File: src/design/ring_resource_pair_arbiter_defines.svh
// Assertion macros shared by the ring resource pair arbiter.
`ifndef RING_RESOURCE_PAIR_ARBITER_DEFINES_SVH
`define RING_RESOURCE_PAIR_ARBITER_DEFINES_SVH

// Same-cycle implication, sampled on clk and disabled during reset.
`define RRPA_ASSERT_IMP(lbl, ante, cons, msg) \
	lbl: assert property (@(posedge clk) disable iff (!arst_n) (ante) |-> (cons)) \
		else $error(msg);

// Next-cycle implication, sampled on clk and disabled during reset.
`define RRPA_ASSERT_NXT(lbl, ante, cons, msg) \
	lbl: assert property (@(posedge clk) disable iff (!arst_n) (ante) |=> (cons)) \
		else $error(msg);

`endif

File: src/design/rrpa_pkg.sv
// Types and constants shared by the ring resource pair arbiter modules.
package rrpa_pkg;

	localparam int SEAT_W     = 3;
	localparam int CNT_W      = 4;
	localparam int DATA_W     = 8;
	localparam int FIFO_DEPTH = 2;

	localparam logic [CNT_W-1:0] MIN_RING      = 4'd2;
	// A ring needs at least three seats before a seat has two distinct neighbors.
	localparam logic [CNT_W-1:0] MIN_PAIR_RING = 4'd3;
	localparam logic [CNT_W-1:0] RESET_SEATS   = 4'd5;

	localparam logic VERDICT_GRANT  = 1'b0;
	localparam logic VERDICT_REFUSE = 1'b1;

	typedef enum logic [1:0] {
		MODE_REQUEST   = 2'd0,
		MODE_RELEASE   = 2'd1,
		MODE_TERMINATE = 2'd2
	} mode_t;

	typedef struct packed {
		mode_t              kind;
		logic [SEAT_W-1:0]  seat;
	} cmd_t;

	typedef struct packed {
		logic              scanning;
		logic              terminating;
		logic              terminated;
		logic [CNT_W-1:0]  wait_count;
	} status_t;

endpackage

File: src/design/rrpa_front.sv
// Front end: accepts input items and passes on only the commands that can have an effect.
module rrpa_front import rrpa_pkg::*; (
	input  logic              s_tvalid,
	output logic              s_tready,
	input  logic [DATA_W-1:0] s_tdata,   // [2:0] seat, rest zero
	input  logic [1:0]        s_tuser,   // [1:0] mode
	input  logic [CNT_W-1:0]  ring_n,
	input  logic              fifo_full,
	output logic              push,
	output cmd_t              push_cmd
);

	logic [SEAT_W-1:0] seat;
	logic              in_range;
	logic              keep;

	assign seat     = s_tdata[SEAT_W-1:0];
	assign in_range = CNT_W'(seat) < ring_n;
	assign s_tready = !fifo_full;

	always_comb begin
		keep          = 1'b0;
		push_cmd.kind = MODE_REQUEST;
		push_cmd.seat = seat;
		case (s_tuser)
			MODE_REQUEST: begin
				keep          = in_range;
				push_cmd.kind = MODE_REQUEST;
			end
			MODE_RELEASE: begin
				keep          = in_range;
				push_cmd.kind = MODE_RELEASE;
			end
			MODE_TERMINATE: begin
				keep          = 1'b1;
				push_cmd.kind = MODE_TERMINATE;
			end
			default: begin
				keep = 1'b0;
			end
		endcase
	end

	assign push = s_tvalid && s_tready && keep;

endmodule

File: src/design/rrpa_cmd_fifo.sv
// Short command queue between the front end and the arbitration engine.
module rrpa_cmd_fifo import rrpa_pkg::*; (
	input  logic clk,
	input  logic arst_n,
	input  logic clr,
	input  logic push,
	input  cmd_t push_cmd,
	output logic full,
	input  logic pop,
	output logic pop_valid,
	output cmd_t pop_cmd
);

	localparam int PTR_W = $clog2(FIFO_DEPTH);
	localparam int CNT_FW = $clog2(FIFO_DEPTH + 1);

	cmd_t              mem_q [FIFO_DEPTH];
	logic [PTR_W-1:0]  wr_ptr_q;
	logic [PTR_W-1:0]  rd_ptr_q;
	logic [CNT_FW-1:0] cnt_q;

	assign full      = cnt_q == CNT_FW'(FIFO_DEPTH);
	assign pop_valid = cnt_q != '0;
	assign pop_cmd   = mem_q[rd_ptr_q];

	always_ff @(posedge clk) begin
		if (push) begin
			mem_q[wr_ptr_q] <= push_cmd;
		end
	end

	always_ff @(posedge clk or negedge arst_n) begin
		if (!arst_n) begin
			wr_ptr_q <= '0;
			rd_ptr_q <= '0;
			cnt_q    <= '0;
		end else if (clr) begin
			wr_ptr_q <= '0;
			rd_ptr_q <= '0;
			cnt_q    <= '0;
		end else begin
			if (push) begin
				wr_ptr_q <= (wr_ptr_q == PTR_W'(FIFO_DEPTH - 1)) ? '0 : wr_ptr_q + 1'b1;
			end
			if (pop) begin
				rd_ptr_q <= (rd_ptr_q == PTR_W'(FIFO_DEPTH - 1)) ? '0 : rd_ptr_q + 1'b1;
			end
			if (push && !pop) begin
				cnt_q <= cnt_q + 1'b1;
			end else if (pop && !push) begin
				cnt_q <= cnt_q - 1'b1;
			end
		end
	end

endmodule

File: src/design/rrpa_back.sv
// Arbitration engine: wait queue, resource state, release scan and terminate walk.
module rrpa_back import rrpa_pkg::*; #(
	parameter int MAX_SEATS = 8
) (
	input  logic              clk,
	input  logic              arst_n,
	input  logic              clr,
	input  logic [CNT_W-1:0]  ring_n,
	input  logic              cmd_valid,
	input  cmd_t              cmd,
	output logic              cmd_pop,
	output logic              out_valid,
	input  logic              out_ready,
	output logic [SEAT_W-1:0] out_seat,
	output logic              out_verdict,
	output logic              out_last,
	output status_t           status
);

	localparam int RING_MAX = (MAX_SEATS < 15) ? MAX_SEATS : 15;
	localparam int QDEPTH   = (MAX_SEATS < 8) ? MAX_SEATS : 8;
	localparam int RES_W    = $clog2(RING_MAX);
	localparam int QIDX_W   = $clog2(QDEPTH);
	localparam int QCNT_W   = $clog2(QDEPTH + 1);

	typedef enum logic [2:0] {
		ST_IDLE = 3'b001,
		ST_SCAN = 3'b010,
		ST_TERM = 3'b100
	} state_t;

	state_t             state_q;
	logic [QCNT_W-1:0]  idx_q;
	logic [QCNT_W-1:0]  count_q;
	logic [QDEPTH-1:0]  queued_q;
	logic [QDEPTH-1:0]  holding_q;
	logic [RING_MAX-1:0] busy_q;
	logic               term_q;
	logic               pend_valid_q;
	logic [SEAT_W-1:0]  pend_seat_q;
	logic [SEAT_W-1:0]  queue_q [QDEPTH];
	logic               out_valid_q;
	logic [SEAT_W-1:0]  out_seat_q;
	logic               out_verdict_q;
	logic               out_last_q;

	logic              out_free;
	logic              idx_in_range;
	logic [SEAT_W-1:0] scan_seat;
	logic [SEAT_W-1:0] chk_seat;
	logic [CNT_W-1:0]  seat_ext;
	logic [CNT_W-1:0]  up_ext;
	logic [CNT_W-1:0]  up_seat;
	logic [CNT_W-1:0]  down_seat;
	logic              up_queued;
	logic              down_queued;
	logic              res_free;
	logic              near_pair;
	logic              at_front;
	logic              can_take;
	logic              dup;
	logic              q_full;
	logic              term_last;
	logic              q_append;
	logic              q_remove;
	logic              out_load;
	logic [SEAT_W-1:0] out_seat_d;
	logic              out_verdict_d;
	logic              out_last_d;

	assign out_free     = !out_valid_q || out_ready;
	assign idx_in_range = idx_q < count_q;
	assign scan_seat    = queue_q[QIDX_W'(idx_q)];
	assign chk_seat     = (state_q == ST_IDLE) ? cmd.seat : scan_seat;

	// Ring neighbors of the seat under check; the right resource is the up neighbor.
	assign seat_ext  = CNT_W'(chk_seat);
	assign up_ext    = seat_ext + 1'b1;
	assign up_seat   = (up_ext == ring_n) ? '0 : up_ext;
	assign down_seat = (seat_ext == '0) ? ring_n - 1'b1 : seat_ext - 1'b1;

	assign up_queued   = (int'(up_seat) < QDEPTH) && queued_q[QIDX_W'(up_seat)];
	assign down_queued = (int'(down_seat) < QDEPTH) && queued_q[QIDX_W'(down_seat)];
	assign res_free    = !busy_q[RES_W'(chk_seat)] && !busy_q[RES_W'(up_seat)];
	assign near_pair   = up_queued && down_queued && (ring_n >= MIN_PAIR_RING);
	// Seats in the queue are distinct, so the front test reduces to a position test.
	assign at_front    = (state_q == ST_IDLE) ? (count_q == '0) : (idx_q == '0);
	assign can_take    = res_free && (at_front || near_pair);

	assign dup       = holding_q[QIDX_W'(cmd.seat)] || queued_q[QIDX_W'(cmd.seat)];
	assign q_full    = count_q == QCNT_W'(QDEPTH);
	assign term_last = idx_q == (count_q - 1'b1);

	assign cmd_pop  = (state_q == ST_IDLE) && cmd_valid && out_free && !clr;
	assign q_append = cmd_pop && (cmd.kind == MODE_REQUEST) && !dup && !term_q
		&& !q_full && !can_take;
	assign q_remove = (state_q == ST_SCAN) && idx_in_range && can_take
		&& (!pend_valid_q || out_free);

	always_comb begin
		out_load      = 1'b0;
		out_seat_d    = chk_seat;
		out_verdict_d = VERDICT_GRANT;
		out_last_d    = 1'b1;
		case (state_q)
			ST_IDLE: begin
				if (cmd_pop && (cmd.kind == MODE_REQUEST) && !dup) begin
					if (term_q) begin
						out_load      = 1'b1;
						out_verdict_d = VERDICT_REFUSE;
					end else if (!q_full && can_take) begin
						out_load = 1'b1;
					end
				end
			end
			ST_SCAN: begin
				// A grant stays pending until the scan shows whether another follows it.
				if (idx_in_range) begin
					if (q_remove && pend_valid_q) begin
						out_load   = 1'b1;
						out_seat_d = pend_seat_q;
						out_last_d = 1'b0;
					end
				end else if (pend_valid_q && out_free) begin
					out_load   = 1'b1;
					out_seat_d = pend_seat_q;
				end
			end
			ST_TERM: begin
				if (out_free && idx_in_range) begin
					out_load      = 1'b1;
					out_seat_d    = scan_seat;
					out_verdict_d = VERDICT_REFUSE;
					out_last_d    = term_last;
				end
			end
			default: begin
				out_load = 1'b0;
			end
		endcase
	end

	always_ff @(posedge clk) begin
		if (q_append) begin
			queue_q[QIDX_W'(count_q)] <= cmd.seat;
		end else if (q_remove) begin
			for (int j = 0; j < QDEPTH - 1; j++) begin
				if (QCNT_W'(j) >= idx_q) begin
					queue_q[j] <= queue_q[j+1];
				end
			end
		end
	end

	always_ff @(posedge clk or negedge arst_n) begin
		if (!arst_n) begin
			state_q       <= ST_IDLE;
			idx_q         <= '0;
			count_q       <= '0;
			queued_q      <= '0;
			holding_q     <= '0;
			busy_q        <= '0;
			term_q        <= 1'b0;
			pend_valid_q  <= 1'b0;
			pend_seat_q   <= '0;
			out_valid_q   <= 1'b0;
			out_seat_q    <= '0;
			out_verdict_q <= VERDICT_GRANT;
			out_last_q    <= 1'b0;
		end else if (clr) begin
			state_q      <= ST_IDLE;
			idx_q        <= '0;
			count_q      <= '0;
			queued_q     <= '0;
			holding_q    <= '0;
			busy_q       <= '0;
			term_q       <= 1'b0;
			pend_valid_q <= 1'b0;
			out_valid_q  <= 1'b0;
		end else begin
			if (out_load) begin
				out_valid_q   <= 1'b1;
				out_seat_q    <= out_seat_d;
				out_verdict_q <= out_verdict_d;
				out_last_q    <= out_last_d;
			end else if (out_ready) begin
				out_valid_q <= 1'b0;
			end
			case (state_q)
				ST_IDLE: begin
					if (cmd_pop) begin
						case (cmd.kind)
							MODE_REQUEST: begin
								if (!dup && !term_q && !q_full) begin
									if (can_take) begin
										busy_q[RES_W'(chk_seat)]     <= 1'b1;
										busy_q[RES_W'(up_seat)]      <= 1'b1;
										holding_q[QIDX_W'(chk_seat)] <= 1'b1;
									end else begin
										queued_q[QIDX_W'(chk_seat)] <= 1'b1;
										count_q                     <= count_q + 1'b1;
									end
								end
							end
							MODE_RELEASE: begin
								if (holding_q[QIDX_W'(chk_seat)]) begin
									holding_q[QIDX_W'(chk_seat)] <= 1'b0;
									busy_q[RES_W'(chk_seat)]     <= 1'b0;
									busy_q[RES_W'(up_seat)]      <= 1'b0;
									if (!term_q) begin
										state_q      <= ST_SCAN;
										idx_q        <= '0;
										pend_valid_q <= 1'b0;
									end
								end
							end
							MODE_TERMINATE: begin
								term_q <= 1'b1;
								if (count_q != '0) begin
									state_q <= ST_TERM;
									idx_q   <= '0;
								end
							end
							default: begin
								term_q <= term_q;
							end
						endcase
					end
				end
				ST_SCAN: begin
					if (idx_in_range) begin
						if (can_take) begin
							// A granted entry leaves the queue; the index then points at its successor.
							if (q_remove) begin
								pend_valid_q                 <= 1'b1;
								pend_seat_q                  <= scan_seat;
								busy_q[RES_W'(chk_seat)]     <= 1'b1;
								busy_q[RES_W'(up_seat)]      <= 1'b1;
								holding_q[QIDX_W'(chk_seat)] <= 1'b1;
								queued_q[QIDX_W'(chk_seat)]  <= 1'b0;
								count_q                      <= count_q - 1'b1;
							end
						end else begin
							idx_q <= idx_q + 1'b1;
						end
					end else if (!pend_valid_q) begin
						state_q <= ST_IDLE;
					end else if (out_free) begin
						pend_valid_q <= 1'b0;
						state_q      <= ST_IDLE;
					end
				end
				ST_TERM: begin
					if (out_free) begin
						if (term_last) begin
							count_q  <= '0;
							queued_q <= '0;
							state_q  <= ST_IDLE;
						end else begin
							idx_q <= idx_q + 1'b1;
						end
					end
				end
				default: begin
					state_q <= ST_IDLE;
				end
			endcase
		end
	end

	assign out_valid   = out_valid_q;
	assign out_seat    = out_seat_q;
	assign out_verdict = out_verdict_q;
	assign out_last    = out_last_q;

	assign status.scanning    = state_q == ST_SCAN;
	assign status.terminating = state_q == ST_TERM;
	assign status.terminated  = term_q;
	assign status.wait_count  = CNT_W'(count_q);

endmodule

File: src/design/ring_resource_pair_arbiter.sv
// A request's result passes the command queue and the output register; a terminate's first
// refusal also passes the terminate walk state. A release holds the engine while its serial
// queue scan checks the waiters and sets the release rate; terminate holds it for its walk.
// Requests sustain one item per cycle while the engine is idle and the output is not stalled.
// Reset (arst_n low, asynchronous) sets seat_count to 5, frees all resources and empties the
// queue; a seat_count write clears the same state and keeps the written value.
`include "ring_resource_pair_arbiter_defines.svh"

module ring_resource_pair_arbiter import rrpa_pkg::*; #(
	parameter int MAX_SEATS = 8
) (
	input  logic              clk,
	input  logic              arst_n,
	input  logic              cfg_valid,
	output logic              cfg_ready,
	input  logic [CNT_W-1:0]  cfg_data,    // [3:0] seat_count
	input  logic              s_tvalid,
	output logic              s_tready,
	input  logic [DATA_W-1:0] s_tdata,     // [2:0] seat, [7:3] zero
	input  logic [1:0]        s_tuser,     // [1:0] mode
	output logic              m_tvalid,
	input  logic              m_tready,
	output logic [DATA_W-1:0] m_tdata,     // [2:0] granted_seat, [7:3] zero
	output logic              m_tuser,     // [0] verdict
	output logic              m_tlast
);

	logic [CNT_W-1:0]  seat_count_q;
	logic [CNT_W-1:0]  ring_n;
	logic              clr;
	logic              fifo_full;
	logic              push;
	cmd_t              push_cmd;
	logic              pop;
	logic              pop_valid;
	cmd_t              pop_cmd;
	logic [SEAT_W-1:0] out_seat;
	status_t           status;

	assign cfg_ready = 1'b1;
	assign clr       = cfg_valid && cfg_ready;

	always_ff @(posedge clk or negedge arst_n) begin
		if (!arst_n) begin
			seat_count_q <= RESET_SEATS;
		end else if (clr) begin
			seat_count_q <= cfg_data;
		end
	end

	always_comb begin
		if (seat_count_q < MIN_RING) begin
			ring_n = MIN_RING;
		end else if (int'(seat_count_q) > MAX_SEATS) begin
			ring_n = CNT_W'(MAX_SEATS);
		end else begin
			ring_n = seat_count_q;
		end
	end

	rrpa_front u_front (
		.s_tvalid  (s_tvalid),
		.s_tready  (s_tready),
		.s_tdata   (s_tdata),
		.s_tuser   (s_tuser),
		.ring_n    (ring_n),
		.fifo_full (fifo_full),
		.push      (push),
		.push_cmd  (push_cmd)
	);

	rrpa_cmd_fifo u_fifo (
		.clk       (clk),
		.arst_n    (arst_n),
		.clr       (clr),
		.push      (push),
		.push_cmd  (push_cmd),
		.full      (fifo_full),
		.pop       (pop),
		.pop_valid (pop_valid),
		.pop_cmd   (pop_cmd)
	);

	rrpa_back #(
		.MAX_SEATS (MAX_SEATS)
	) u_back (
		.clk         (clk),
		.arst_n      (arst_n),
		.clr         (clr),
		.ring_n      (ring_n),
		.cmd_valid   (pop_valid),
		.cmd         (pop_cmd),
		.cmd_pop     (pop),
		.out_valid   (m_tvalid),
		.out_ready   (m_tready),
		.out_seat    (out_seat),
		.out_verdict (m_tuser),
		.out_last    (m_tlast),
		.status      (status)
	);

	assign m_tdata = {{(DATA_W - SEAT_W){1'b0}}, out_seat};

	`RRPA_ASSERT_IMP(a_refuse_needs_term, m_tvalid && (m_tuser == VERDICT_REFUSE), status.terminated, "refusal shown while not terminated")
	`RRPA_ASSERT_IMP(a_walk_needs_term, status.terminating, status.terminated, "terminate walk without terminated flag")
	`RRPA_ASSERT_NXT(a_scan_no_growth, status.scanning, status.wait_count <= $past(status.wait_count), "wait queue grew during release scan")

endmodule

File: config.mk
export PLATFORM = sky130hd
export DESIGN_NAME = ring_resource_pair_arbiter
export DESIGN_NICKNAME = d
export VERILOG_FILES = /design/src/design/rrpa_pkg.sv /design/src/design/rrpa_front.sv /design/src/design/rrpa_cmd_fifo.sv /design/src/design/rrpa_back.sv /design/src/design/ring_resource_pair_arbiter.sv
export VERILOG_INCLUDE_DIRS = /design/src /design/src/design
export SDC_FILE = /design/constraint.sdc
export NUM_CORES = 1
export LEC_CHECK = 0
export BUFFER_PORTS_ARGS = -buffer_cell sky130_fd_sc_hd__buf_4
export CAP_MARGIN = 20
export CELL_PAD_IN_SITES_DETAIL_PLACEMENT = 1
export CELL_PAD_IN_SITES_GLOBAL_PLACEMENT = 1
export CORE_MARGIN = 2
export CORE_UTILIZATION = 44
export DETAILED_ROUTE_END_ITERATION = 10
export GPL_ROUTABILITY_DRIVEN = 0
export PLACE_DENSITY = 0.85
export SYNTH_ARGS = -nofsm -noshare
export SYNTH_HDL_FRONTEND = slang
export SYNTH_SLANG_ARGS = --single-unit
export TNS_END_PERCENT = 20
File: constraint.sdc
create_clock -name clk -period 5.2 [get_ports clk]
set_input_delay 0.78 -clock clk [delete_from_list [all_inputs] [get_ports clk]]
set_output_delay 0.78 -clock clk [all_outputs]
set_load 0.1 [all_outputs]
# After elaboration in Yosys (flattened, before gate mapping)
# Memory sizes are Yosys's and may differ from the RTL's.
# Index checks and enable logic that the tools add are counted.
# W data, S select, Z words.
dict set report word_totals {
  in_bits 19
  out_inout_bits 13
  register_bits 54
  wordCells 339
  mem_count 2
  ramBits 34
}
# name words width read_ports rd_clocked_by_memory_dff write_ports line_no
set memory_table {}
lappend memory_table {u_back.queue_q 8 3 8 0 7 rrpa_back.sv:41} ;# logic [SEAT_W-1:0] queue_q [QDEPTH];
lappend memory_table {u_fifo.mem_q 2 5 1 0 1 rrpa_cmd_fifo.sv:17} ;# cmd_t mem_q [FIFO_DEPTH];
dict set report op_classes {
  magnitude_cmp 20
  n_reduce_logical 70
  n_bitwise 11
  n_mux 173
  addsub 10
  eq_ne 36
}
# cell count
set op_table {}
lappend op_table {{$mux W8} 26}
lappend op_table {{$mux W4} 23}
lappend op_table {{$mux W1} 78}
lappend op_table {{$pmux W8 S2} 4}
lappend op_table {{$mux W3} 17}
lappend op_table {{$ne A4 B4 Y1 const B} 9}
lappend op_table {{$and A8 B8 Y8} 4}
lappend op_table {{$or A8 B8 Y8} 4}
lappend op_table {{$logic_and A1 B1 Y1} 29}
lappend op_table {{$ne A3 B3 Y1 const B} 9}
lappend op_table {{$pmux W4 S3} 2}
lappend op_table {{$pmux W8 S3} 1}
lappend op_table {{$bmux W1 S3} 7}
lappend op_table {{$reduce_and A10 Y1} 2}
lappend op_table {{$ne A3 B2 Y1 const B} 6}
lappend op_table {{$reduce_and A9 Y1} 2}
lappend op_table {{$lt A3 B4 Y1 const B} 4}
lappend op_table {{$not A8 Y8} 2}
lappend op_table {{$ge A3 B4 Y1 const A} 3}
lappend op_table {{$logic_not A1 Y1} 12}
lappend op_table {{$logic_not A4 Y1} 3}
lappend op_table {{$pmux W3 S2} 2}
lappend op_table {{$reduce_bool A2 Y1} 5}
lappend op_table {{$pmux W3 S3} 1}
lappend op_table {{41 further kinds} 65}

# Depth between registers and ports, before layout
dict set report logic_depth {
  depth_word 20
  depth_mapped 25
  ltp_nobuf 19
}

# By module
# A second synthesis with hierarchy kept.
dict set report unflattened {
  cells_unflattened 727
  area_unflattened_um2 6695.2
}
# module seq_area_each_um2 area_each_um2 instances cells_per_inst
set modules_own_cells {}
lappend modules_own_cells {rrpa_back 1873.0 5778.0 1 652}
lappend modules_own_cells {rrpa_cmd_fifo 400.4 571.8 1 36}
lappend modules_own_cells {ring_resource_pair_arbiter 102.6 227.7 1 23}
lappend modules_own_cells {rrpa_front 0.0 117.6 1 16}

# Worst setup path after synthesis
# OpenSTA, ideal clock, no wires.
dict set report synth_timing {
  kind {reg-to-reg}
  start {register u_back.state_q[0]}
  end {memory u_back.queue_q[1][0], enable pin}
  synth_period_minus_slack_ps 5561
  t_arrival_ps 5202
  setup_ps 360
  required_time_ps 4840
  path_slack_ps -361
  n_path_buf 5
  stages_incl_launch_ff 23
  cell_sequence {dfstp_2 > buf_2 > or3b_1 > clkbuf_1 > a31oi_1 > buf_2 > buf_1 > ha_1 > nand2_1 > o22ai_1 > inv_1 > ha_1 > nor3_1 > or3b_2 > and4_1 > a211oi_1 > o221ai_1 > o31a_1 > a211oi_4 > buf_6 > nand2_2 > or2_1 > o32ai_1}
}
# item line_no
set synth_rtl {}
lappend synth_rtl {{from (decl)} rrpa_back.sv:32} ;# state_t state_q;
lappend synth_rtl {{from (signal assigned)} rrpa_back.sv:157} ;# state_q <= ST_IDLE;
lappend synth_rtl {{from (signal assigned)} rrpa_back.sv:171} ;# state_q <= ST_IDLE;
lappend synth_rtl {{from (signal assigned)} rrpa_back.sv:211} ;# state_q <= ST_SCAN;
lappend synth_rtl {{to (decl)} rrpa_back.sv:41}

==> flow_metrics.tcl <==
set metrics [dict create \
    ant_nets 0 \
    slew_headroom_pct 29.7 \
    antenna_found_initial 0 \
    grt_usage_pct 28.5 \
    rsz0062_at_grt "yes" \
    ys_top_cells_by_count "80 x nor2_1, 64 x nand2_1, 51 x dfrtp_1, 39 x o21ai_0, 34 x edfxtp_1" \
    yosysUniqueCellTypes 87 \
    yosys_warnings 0 \
    port_buffers 20 \
    syn2layout_area_growth_pct 16.2 \
    ys_seq_area_share_pct 36.6 \
    numClockSinks 88 \
    overflow 0 \
    seq_area_sq_um 2380 \
    skew_ns 0.00962 \
    drc 0 \
    final_nets 818 \
    initial_core_util_pct 44.8 \
    routedWlPerCell_um 23.6 \
    drt-initial-drc-count 593 \
    finalPower_w 0.00537 \
    htree_levels 3 \
    worst_slack_ns 0.174 \
    drive_gt1_share_pct 20.7 \
    syn_area_sq_um 6480 \
    clk_path_buf_depth 2 \
    grt_pass1_wl_um 35400 \
    cp-startpoint "u_back.idx_q[1]" \
    routed_via_density 6.63 \
    worst-slew-pin-transition_ns 1.04 \
    clk_latency_ns 0.36 \
    boundaryPins 32 \
    p_leak_nw 2.99 \
    ys_async_sr_fraction_pct 61.4 \
    fmax_mhz 199 \
    firstDrtPassIters 5 \
    ir_drop_mv 0.341 \
    worst-setup-path-type "flip-flop to flip-flop" \
    syn_inst 738 \
    yosysTopAreaCell "dfrtp_1" \
    root_buffer "clkbuf_16" \
    dp_hpwl_um 16200 \
    yosys.area.top_type_share_pct 19.7 \
    crit_arrival_ns 5.15 \
    end_kind "flip-flop" \
    post_synth.cell_area_avg_sq_um 8.79 \
    drv_slew 0 \
    max_cap_viol_count 0 \
    critPathLaunchType "flip-flop" \
    rows 44 \
    diodes 0 \
    outcome "completed" \
    numCtsBuffers 9 \
    core_region_area_sq_um 14500 \
    grt_max_degree 55 \
    tritoncts "yes" \
    finalWirelength_um 22900 \
    die_area_sq_um 15700 \
    multi_input_area_sq_um 3890 \
    ys_ff_latch 88 \
    yosysMostFrequentCell "nor2_1" \
    p_per_area_nw_per_um2 713 \
    layout_min_cycle_time_ns 5.03 \
    setup_viol_count_final 0 \
    synth.area.top_cells "dfrtp_1 20%, edfxtp_1 16%, mux2i_1 4.9%" \
    fp.dieW_um 125 \
    num_vias 6449 \
    postCtsHoldBufs 0 \
    clkTransAtPathRegs_ns 0.07 \
    synthFlopType "dfrtp_1" \
    hold_violations 0 \
    synth-edff-count 34 \
    holdCritPathClass "input port to asynchronous set/reset pin" \
    path_max_fanout 16 \
    worst_ep_required_time_ns 5.32 \
    n_fill_cell 1676 \
    place_ws_ns -0.0984 \
    dieHeight_um 125 \
    grt_pass1_vias 6582 \
    finalCritPeriodShare_pct 96.7 \
    r2r_start "u_back.idx_q[1]" \
]
==> worst max-delay path: stages, from the launching register on <==
cell	delay [ns]
dfrtp_2	0.44
buf_4	0.17
mux2i_1	0.11
a22oi_1	0.23
buf_4	0.18
a31oi_2	0.11
ha_2	0.23
nand2_1	0.06
a32oi_1	0.07
o22ai_2	0.22
inv_1	0.09
ha_2	0.19
nor3_1	0.17
or3b_2	0.48
and4_1	0.22
a211oi_1	0.23
o221ai_1	0.16
o31a_1	0.29
a211oi_4	0.22
buf_12	0.19
nand2_2	0.07
buf_6	0.20
o32a_1	0.29
o211a_1	0.13
==> report_power, final <==
| group | total [W] | internal (W) | leakage [nW] | switching (W) |
|---|---|---|---|---|
| sequential | 0.00102 | 0.000878 | 1.02 | 0.000139 |
| clock | 0.000648 | 0.000338 | 0.135 | 0.000310 |
| combinational | 0.00370 | 0.00143 | 1.84 | 0.00228 |
==> cell type report <==
class	instances	share of cell area, %
timing repair buffer	83	8.82
inverter	23	1.15
clock buffer	10	3.17
clock inverter	6	0.565
sequential	88	31.6
tap	184	3.06
multi-input combinational	579	51.6
==> kinds of logic (layout without fill, tap and decap cells) <==
kind of cell | Yosys count | after routing | share of synthesized area (%)
xor+xnor | 11 | 11 | 1.49
simple gates | 264 | 264 | 19.7
other cells | 2 | 6 | 0.116
fa+ha+maj | 15 | 15 | 2.89
flops | 88 | 88 | 36.6
compound gates | 233 | 233 | 25.6
buf+inv | 75 | 122 | 5.35
mux | 50 | 50 | 8.24
==> final timing paths <==
kind	to	slack (ns)	cells after the start
min in group clk	u_back.out_verdict	0.50	1
min	u_back.pend_seat_q[2]	0.47	1
max in group asynchronous	u_back.idx_q[0]	4.16	1
min reg2reg	u_back.out_verdict	0.50	1
max	u_back.queue_q[3][1]	0.17	23
max reg2reg	u_back.queue_q[3][1]	0.17	23
==> registers in the layout, indices dropped and copies added, names as in the netlist <==
register	cells
u_back.pend_seat_q	3
u_back.pend_valid_q	1
u_fifo.wr_ptr_q	1
u_fifo.cnt_q	2
u_back.term_q	1
u_back.queued_q	8
u_back.out_last	1
u_back.state_q	3
u_fifo.rd_ptr_q	1
u_back.out_valid	1
u_back.holding_q	8
seat_count_q	4
u_back.out_verdict	1
u_back.count_q	4
u_back.idx_q	4
u_back.queue_q	24
u_back.busy_q	8
u_fifo.mem_q	10
u_back.out_seat	3
==> cells in the final DEF, fill, tap and decap left out, types with 6 or more instances in the layout <==
cell and instances:
buf_4 77, dfrtp_1 48, nand2b_1 13, nor2_1 79
inv_1 22, mux2_2 15, nor3_1 23, nand2_1 63
clkbuf_16 10, a211oi_1 6, a21oi_1 30, nand3_1 27
o21ai_0 39, conb_1 6, o21ai_1 24, a22oi_1 16
edfxtp_1 34, o22ai_1 18, ha_1 13, o31ai_1 10
nor2b_1 13, xnor2_1 10, and2_1 7, mux2i_1 31
o211ai_1 9
==> through the flow <==
| stage | TNS (ns) | hold slack (ns) | util, % | cells | cell area [sq um] |
|---|---|---|---|---|---|
| after global placement | 0 | 0.462 | 48.7 | 945 | 7050 |
| after detailed placement | -0.645 | 0.485 | 48.7 | 945 | 7050 |
| after global routing | -0.402 | 0.530 | 52.0 | 973 | 7530 |
| final | 0 | 0.466 | 52.0 | 973 | 7530 |
| after floorplan | 0 | 0.446 | - | 742 | 6550 |
| after CTS | 0 | 0.502 | 50.8 | 961 | 7350 |
==> what timing repair did <==
action	in CTS	in global routing
setup endpoints to repair	23	68
resized for setup	3	17
cloned	0	1
buffers inserted	0	11
pin swaps	1	5
==> layer usage <==
layer / track usage, % / vias to the layer above / share of wire [%]
li1: - / 2826 / -
met3: 5.22 / 78 / 6.6
met5: 0 / - / 0
met4: 14.8 / 0 / 4.9
met2: 47.9 / 323 / 49
met1: 35.0 / 3222 / 40
(Power assumes the default switching activity.)
